`config.mk`:
```
export PLATFORM = sky130hd
export DESIGN_NAME = ps2_mouse_packet_decoder_core
export DESIGN_NICKNAME = d
export VERILOG_FILES = /design/src/hdl/ps2md_pkg.sv /design/src/hdl/ps2_mouse_packet_decoder_core.sv
export SDC_FILE = /design/constraint.sdc
export NUM_CORES = 1
export LEC_CHECK = 0
export ABC_AREA = 1
export BUFFER_PORTS_ARGS = -buffer_cell sky130_fd_sc_hd__buf_2
export CAP_MARGIN = 20
export CORE_MARGIN = 5
export CORE_UTILIZATION = 29
export CTS_BUF_LIST = sky130_fd_sc_hd__clkbuf_4 sky130_fd_sc_hd__clkbuf_8 sky130_fd_sc_hd__clkbuf_16
export CTS_CLUSTER_SIZE = 16
export DETAILED_ROUTE_END_ITERATION = 8
export GPL_TIMING_DRIVEN = 0
export RECOVER_POWER = 25
export SLEW_MARGIN = 10
export SYNTH_ARGS = -nofsm -noshare
export SYNTH_HDL_FRONTEND = slang
export SYNTH_SLANG_ARGS = --single-unit
```
`constraint.sdc`:
```
create_clock -name clk_i -period 4.3 [get_ports clk_i]
set_clock_uncertainty 0.2 [all_clocks]
set_input_delay 0 -clock clk_i [delete_from_list [all_inputs] [get_ports clk_i]]
set_output_delay 0 -clock clk_i [all_outputs]
set_load 0.005 [all_outputs]
```
`src/hdl/ps2md_pkg.sv`:
```
package ps2md_pkg;

  // Controller byte
  localparam int unsigned ByteW    = 8;
  localparam int unsigned InUserW  = 2;
  localparam int unsigned UsrReady = 0;   // tuser bit: output-full flag
  localparam int unsigned UsrAux   = 1;   // tuser bit: auxiliary-source flag

  // Header byte bits
  localparam int unsigned HdrSyncBit = 3;
  localparam int unsigned HdrXOvfBit = 6;
  localparam int unsigned HdrYOvfBit = 7;
  localparam int unsigned BtnW       = 3;

  // Wheel nibble and result fields
  localparam int unsigned WheelW  = 4;
  localparam int unsigned CursorW = 32;
  localparam int unsigned OutW    = 2 * CursorW + BtnW + WheelW;
  localparam int unsigned OutBytesW = ((OutW + 7) / 8) * 8;

  // Byte position inside a packet
  localparam int unsigned IdxW = 2;
  typedef logic [IdxW-1:0] idx_t;
  localparam idx_t IdxHdr   = 2'd0;
  localparam idx_t IdxX     = 2'd1;
  localparam idx_t IdxY     = 2'd2;
  localparam idx_t IdxWheel = 2'd3;

  // Register file
  localparam int unsigned ApbAddrW = 2;
  localparam int unsigned ApbDataW = 32;
  localparam logic [ApbAddrW-1:0] AddrWheelMode = 2'd0;

endpackage

```
`src/hdl/ps2_mouse_packet_decoder_core.sv`:
```
// Channel   Dir  Handshake              Payload
// s_axis    in   s_axis_tvalid/tready   tdata: data_byte; tuser: byte_ready, from_aux
// m_axis    out  m_axis_tvalid/tready   tdata: cursor_x, cursor_y, buttons, scroll_rows
// apb       in   psel/penable/pready    wheel_mode at byte address 0
//
// One byte per cycle sustained while the output is not stalled. An accepted
// byte lands in the input register, is decoded against the packet state and,
// when it closes a packet, its result lands in the output register, which
// drives m_axis_tvalid. The output register is the only stall point; while it
// is full and not taken, the input register holds one more byte. Reset clears
// the packet position, the totals, the buttons and the mode; no clearing pass.
module ps2_mouse_packet_decoder_core #(
  parameter int unsigned POS_WIDTH    = 32,
  parameter int unsigned SCROLL_LIMIT = 5
) (
  input  logic                                 clk_i,
  input  logic                                 rst_ni,
  // Byte stream from the controller
  input  logic                                 s_axis_tvalid,
  output logic                                 s_axis_tready,
  input  logic [ps2md_pkg::ByteW-1:0]          s_axis_tdata,   // [7:0] data_byte
  input  logic [ps2md_pkg::InUserW-1:0]        s_axis_tuser,   // [0] byte_ready, [1] from_aux
  // Decoded packets
  output logic                                 m_axis_tvalid,
  input  logic                                 m_axis_tready,
  // [31:0] cursor_x, [63:32] cursor_y, [66:64] buttons, [70:67] scroll_rows, [71] zero
  output logic [ps2md_pkg::OutBytesW-1:0]      m_axis_tdata,
  // Register port
  input  logic                                 psel,
  input  logic                                 penable,
  input  logic                                 pwrite,
  input  logic [ps2md_pkg::ApbAddrW-1:0]       paddr,
  input  logic [ps2md_pkg::ApbDataW-1:0]       pwdata,
  output logic [ps2md_pkg::ApbDataW-1:0]       prdata,
  output logic                                 pready
);

  // Totals are sign-extended to at least the reported width before the low
  // bits are taken.
  localparam int unsigned ExtW = (POS_WIDTH > ps2md_pkg::CursorW) ?
                                 POS_WIDTH : ps2md_pkg::CursorW;
  localparam logic signed [ps2md_pkg::WheelW-1:0] ScrollMax =
    ps2md_pkg::WheelW'(SCROLL_LIMIT);
  localparam logic signed [ps2md_pkg::WheelW-1:0] ScrollMin = -ScrollMax;

  // ---------------------------------------------------------------------------
  // Register port
  // ---------------------------------------------------------------------------
  logic wheel_mode_q;
  logic cfg_wr;

  assign pready = 1'b1;
  assign cfg_wr = psel && penable && pwrite && pready &&
                  (paddr == ps2md_pkg::AddrWheelMode);

  always_ff @(posedge clk_i or negedge rst_ni) begin
    if (!rst_ni) begin
      wheel_mode_q <= 1'b0;
    end else if (cfg_wr) begin
      wheel_mode_q <= pwdata[0];
    end
  end

  always_comb begin
    prdata = '0;
    if (paddr == ps2md_pkg::AddrWheelMode) begin
      prdata[0] = wheel_mode_q;
    end
  end

  // ---------------------------------------------------------------------------
  // Input register
  // ---------------------------------------------------------------------------
  logic                          in_v_q;
  logic [ps2md_pkg::ByteW-1:0]   in_byte_q;
  logic [ps2md_pkg::InUserW-1:0] in_user_q;
  logic                          advance;   // decode stage may move this cycle
  logic                          process;   // byte in input register is decoded now
  logic                          s_fire;

  assign advance       = !(m_axis_tvalid && !m_axis_tready);
  assign process       = in_v_q && advance;
  assign s_axis_tready = !in_v_q || advance;
  assign s_fire        = s_axis_tvalid && s_axis_tready;

  always_ff @(posedge clk_i or negedge rst_ni) begin
    if (!rst_ni) begin
      in_v_q <= 1'b0;
    end else if (s_axis_tready) begin
      in_v_q <= s_axis_tvalid;
    end
  end

  always_ff @(posedge clk_i) begin
    if (s_fire) begin
      in_byte_q <= s_axis_tdata;
      in_user_q <= s_axis_tuser;
    end
  end

  // ---------------------------------------------------------------------------
  // Packet decode
  // ---------------------------------------------------------------------------
  ps2md_pkg::idx_t               idx_q, idx_d;
  logic [ps2md_pkg::ByteW-1:0]   hdr_q, bx_q, by_q;   // stored packet bytes
  logic signed [POS_WIDTH-1:0]   x_tot_q, x_tot_d;
  logic signed [POS_WIDTH-1:0]   y_tot_q, y_tot_d;
  logic [ps2md_pkg::BtnW-1:0]    btn_q, btn_d;

  logic                          byte_ok;
  logic                          in_sync;
  ps2md_pkg::idx_t               last_idx;
  logic                          store_byte;
  logic                          pkt_done;
  logic [ps2md_pkg::ByteW-1:0]   by_sel;
  logic signed [POS_WIDTH-1:0]   dx, dy;
  logic signed [ps2md_pkg::WheelW-1:0] wheel_raw, rows;

  assign byte_ok  = in_user_q[ps2md_pkg::UsrReady] && in_user_q[ps2md_pkg::UsrAux];
  // Out of sync: a header candidate without the always-one bit is dropped
  assign in_sync  = (idx_q != ps2md_pkg::IdxHdr) || in_byte_q[ps2md_pkg::HdrSyncBit];
  assign last_idx = wheel_mode_q ? ps2md_pkg::IdxWheel : ps2md_pkg::IdxY;

  assign store_byte = process && byte_ok && in_sync && (idx_q < last_idx);
  assign pkt_done   = process && byte_ok && in_sync && (idx_q >= last_idx);

  // Y comes from this byte in three-byte mode; in wheel mode (or after the
  // mode was dropped mid-packet) it was stored earlier.
  assign by_sel = (idx_q == ps2md_pkg::IdxY) ? in_byte_q : by_q;

  assign dx = hdr_q[ps2md_pkg::HdrXOvfBit] ? '0 : POS_WIDTH'($signed(bx_q));
  assign dy = hdr_q[ps2md_pkg::HdrYOvfBit] ? '0 : POS_WIDTH'($signed(by_sel));

  assign x_tot_d = pkt_done ? x_tot_q + dx : x_tot_q;
  assign y_tot_d = pkt_done ? y_tot_q - dy : y_tot_q;
  assign btn_d   = pkt_done ? hdr_q[ps2md_pkg::BtnW-1:0] : btn_q;

  always_comb begin
    idx_d = idx_q;
    if (pkt_done) begin
      idx_d = ps2md_pkg::IdxHdr;
    end else if (store_byte) begin
      idx_d = idx_q + ps2md_pkg::idx_t'(1);
    end
  end

  // Wheel nibble, clamped to the scroll limit; zero outside wheel mode
  assign wheel_raw = $signed(in_byte_q[ps2md_pkg::WheelW-1:0]);
  always_comb begin
    rows = wheel_raw;
    if (wheel_raw > ScrollMax) begin
      rows = ScrollMax;
    end else if (wheel_raw < ScrollMin) begin
      rows = ScrollMin;
    end
    if (!wheel_mode_q) begin
      rows = '0;
    end
  end

  always_ff @(posedge clk_i or negedge rst_ni) begin
    if (!rst_ni) begin
      idx_q   <= ps2md_pkg::IdxHdr;
      x_tot_q <= '0;
      y_tot_q <= '0;
      btn_q   <= '0;
    end else begin
      idx_q   <= idx_d;
      x_tot_q <= x_tot_d;
      y_tot_q <= y_tot_d;
      btn_q   <= btn_d;
    end
  end

  always_ff @(posedge clk_i) begin
    if (store_byte) begin
      case (idx_q)
        ps2md_pkg::IdxHdr: begin
          hdr_q <= in_byte_q;
        end
        ps2md_pkg::IdxX: begin
          bx_q <= in_byte_q;
        end
        ps2md_pkg::IdxY: begin
          by_q <= in_byte_q;
        end
        default: begin
        end
      endcase
    end
  end

  // ---------------------------------------------------------------------------
  // Output register
  // ---------------------------------------------------------------------------
  logic signed [ExtW-1:0]              x_ext, y_ext;
  logic [ps2md_pkg::OutBytesW-1:0]     out_data_q;
  logic                                out_v_q;

  assign x_ext = ExtW'(x_tot_d);
  assign y_ext = ExtW'(y_tot_d);

  always_ff @(posedge clk_i or negedge rst_ni) begin
    if (!rst_ni) begin
      out_v_q <= 1'b0;
    end else if (advance) begin
      out_v_q <= pkt_done;
    end
  end

  always_ff @(posedge clk_i) begin
    if (pkt_done) begin
      out_data_q <= ps2md_pkg::OutBytesW'({rows, btn_d,
                                           y_ext[ps2md_pkg::CursorW-1:0],
                                           x_ext[ps2md_pkg::CursorW-1:0]});
    end
  end

  assign m_axis_tvalid = out_v_q;
  assign m_axis_tdata  = out_data_q;

  // ---------------------------------------------------------------------------
  // Assertions
  // ---------------------------------------------------------------------------
  // A result only shows up after a byte was decoded
  a_result_from_byte : assert property (@(posedge clk_i) disable iff (!rst_ni)
    $rose(out_v_q) |-> $past(in_v_q))
    else $error("result without a decoded byte");

  // A finished packet restarts at the header
  a_done_resyncs : assert property (@(posedge clk_i) disable iff (!rst_ni)
    pkt_done |=> (idx_q == ps2md_pkg::IdxHdr))
    else $error("byte position not cleared after a packet");

  // While the output is stalled, the totals stay put
  a_stall_holds_totals : assert property (@(posedge clk_i) disable iff (!rst_ni)
    (m_axis_tvalid && !m_axis_tready) |=> ($stable(x_tot_q) && $stable(y_tot_q)))
    else $error("totals moved during an output stall");

endmodule
```
==> summary.txt <==
Outcome
  • Status: complete, but fails checks
  • Failing checks: capacitance limit, slew limit

Synthesis
  • Post-synthesis average cell area: 7.50 µm²
  • Async SR Flop Fraction: roughly 41%
  • Post-synth cell types: 32
  • Main synth FF type: edfxtp_1
  • Sequential fraction of the synthesis area: 43.7%
  • Yosys warns: 0
  • Mapped Cells: 1,483
  • Synth Register Bits: ~170
  • Synthesized area: about 11,000 µm²
  • EDFF count, synth: around 100

Worst hold path
  • WHS Path Cells: 3
  • Worst min-delay path class: input port to primary output

Placed design
  • DP Wirelength: between 20,000 and 25,000 µm
  • Area after detailed placement: between 10,000 and 15,000 µm²
  • Port Buffers: 93
  • GP Congestion: 0.906

Clock network
  • Clock Latency Late Sink: ~450 ps
  • Reg clk slew, reported paths: approximately 80 ps
  • CTS tree: built
  • H-tree depth: 4
  • Max Root-Sink Buffers: 2
  • CTS root buf: clkbuf_16
  • Total CTS buffers: 17
  • CTS Sinks: around 170
  • Post CTS Setup Buffer Count: 0

Critical path
  • Setup CP Type: register to register
  • Reg2Reg Launch Point: idx_q[0]
  • Reg2reg path depth: 18
  • CP Launch Point: idx_q[0]
  • Startpoint types: register
  • Peak fanout along the critical path: 20
  • R2R setup slack: 650 ps
  • Critical Path RT: between 4000 and 5000 ps
  • Crit path to: m_axis_tdata[59]
  • Critical path arrival: about 3600 ps
  • Reg2reg end: m_axis_tdata[59]
  • Crit end category: register

Floorplanning
  • Full die area: ~42,000 µm²
  • Starting density of the core: between 20% and 30%
  • Die Span Y: 206 µm
  • Placeable core area: between 30,000 and 40,000 µm²
  • Die Wd: between 200 and 250 µm
  • I/O pin total: around 160
  • Row count: a little over 70

Pwr
  • Clk pwr share: 20.6%
  • Comb power frac: about 50%
  • Int Power: ~4.6 mW
  • Max IR drop VDD: 318 µV
  • Net Sw Power: about 3.7 mW
  • LEAKAGE: around 7 nW
  • Net Sw Frac: 44.3%
  • Pwr dens: ~630 nW/µm²
  • Flop pwr share: 29.1%

GRT
  • Initial antenna violation count: 0
  • Largest net degree at the start of global routing: 81
  • First-pass GRT wire length: between 40,000 and 50,000 µm
  • Remaining global-route overflow: 0
  • GRT Total Usage: approximately 15%
  • Vias in the first global route: about 9,300

STA
  • Fin. Hold Viols: 0
  • Final Cycle Share: between 80% and 90%
  • RSZ-0062 raised after global routing: false
  • FMAX: 274 MHz
  • Setup Viol. Count Final: 0
  • Worst slew pin tran: roughly 2700 ps
  • Slew headroom: -78.1%
  • Post-route setup TNS: 0 ps
  • Tmin final: roughly 3700 ps
  • Final slew viol count: 56

Drt
  • Routed Antenna Nets: 0
  • Total number of vias: 9,309
  • Routed WL per cell: approximately 14 µm
  • DRC Markers: 0
  • Vias/cell: approximately 4.3
  • DRT Pass-1 Iters: 5
  • Final WL: around 30,000 µm
  • DR iter-0 viols: 456

Finish
  • Area taken by multi-input logic gates: 5080 µm²
  • Most common cell after layout, fill and taps aside: nand2_1
  • FF+latch area: 4860 µm²
  • Fin area: 13,200 µm²
  • Util after Layout: 35.0%
  • Share of layout cells above drive strength 1: 11.2%
  • Final nets: 1,772
  • Layout area overhead: 18.9%
  • Ant. Diodes: 0
  • Filler instances: just under 4,000
  • Most frequent cells in the layout: 570 x nand2_1, 255 x inv_1, 102 x edfxtp_1

Run
  • Max Cap Viol: 1
## cells in the mapped netlist (all sizes together) (9+ instances only)
master,instances,share of area (%)
nand2,591,21
xnor2,25,2.0
edfxtp,102,28
nand3b,9,0.61
buf,41,2.7
nor2,95,3.3
dfrtp,72,16
ha,70,7.9
a21oi,50,2.3
o21ai,38,1.7
inv,259,8.7
nand3,91,4.1
## critical path, cell delays in order (launching register included)
cell	delay (ps)
dfrtp_1	360
inv_1	100
ha_1	200
buf_2	160
inv_2	140
nand2_1	80
nand2_1	80
nand2_1	320
buf_8	300
ha_1	360
nand2_1	110
nor2_1	250
nand2_1	130
nor3_1	150
nand2_1	140
nand2_1	100
nand2_1	50
nand3_1	70
nand2_1	90
## area by class of cell
class	count	share of cell area, %
plain buffers	48	2.47
clock buffers	17	3.22
clock inverters	15	1.68
inverters	259	7.35
multi-input cells	1033	38.4
flip-flops and latches	174	36.8
well taps	511	4.83
repair buffers	116	5.30
## through the flow
| stage | hold WS, ps | std cells | setup slack (ps) | total power, mW |
|---|---|---|---|---|
| finish | 40.4 | 2173 | 646 | 8.30 |
| global placement | -19.2 | 2118 | 162 | 6.53 |
| detailed placement | -293 | 2120 | 609 | 6.59 |
| CTS | 29.8 | 2172 | 589 | 8.38 |
| floorplan | -496 | 1514 | 1120 | 5.55 |
| global route | 51.5 | 2173 | 179 | 9.12 |
## power by group through the flow
stage	registers [mW]	clock network, mW	logic (mW)
floorplan	2.40	0	3.15
global placement	2.45	0	4.08
detailed placement	2.45	0	4.14
CTS	2.42	1.77	4.19
global route	2.46	1.84	4.82
finish	2.42	1.71	4.17
## how the worst min path moves through the flow
stage | startpoint | end | slack, ps
floorplan | rst_ni | btn_q[0] | -500
global placement | s_axis_tdata[6] | in_byte_q[6] | -20
detailed placement | rst_ni | x_tot_q[8] | -290
CTS | s_axis_tdata[6] | in_byte_q[6] | 30
global route | s_axis_tdata[4] | in_byte_q[4] | 50
finish | paddr[0] | prdata[0] | 40
## logic make-up after synthesis
logic type | after synthesis | synth area share, %
AO/OA/AOI/OAI | 96 | 4.57
XOR/XNOR | 28 | 2.20
adder cells (fa/ha/maj) | 72 | 8.23
buffers and inverters | 307 | 11.7
flip-flops | 174 | 43.7
other | 2 | 0.0675
AND/OR/NAND/NOR | 804 | 29.5
## per-layer routing
metal | part of all wire (%) | vias to the layer above | track usage, %
li1 | - | 4885 | -
met2 | 48 | 150 | 25.5
met5 | 0 | - | 0
met3 | 3.5 | 25 | 2.64
met1 | 47 | 4249 | 19.3
met4 | 1.5 | 0 | 3.52
## flip-flops by register name, summed over array words and instances, names as in the netlist, 3 cells and up
register,cells
x_tot_q,32
hdr_q,5
m_axis_tdata,71
btn_q,3
by_q,8
in_byte_q,8
bx_q,8
y_tot_q,32
## timing repair
| item | in CTS | in global routing |
|---|---|---|
| resized for setup | 0 | 0 |
| hold buffers | 20 | 0 |
| endpoints found under the hold margin | 97 | 0 |
Note: power is estimated with default switching activity, not from simulation.
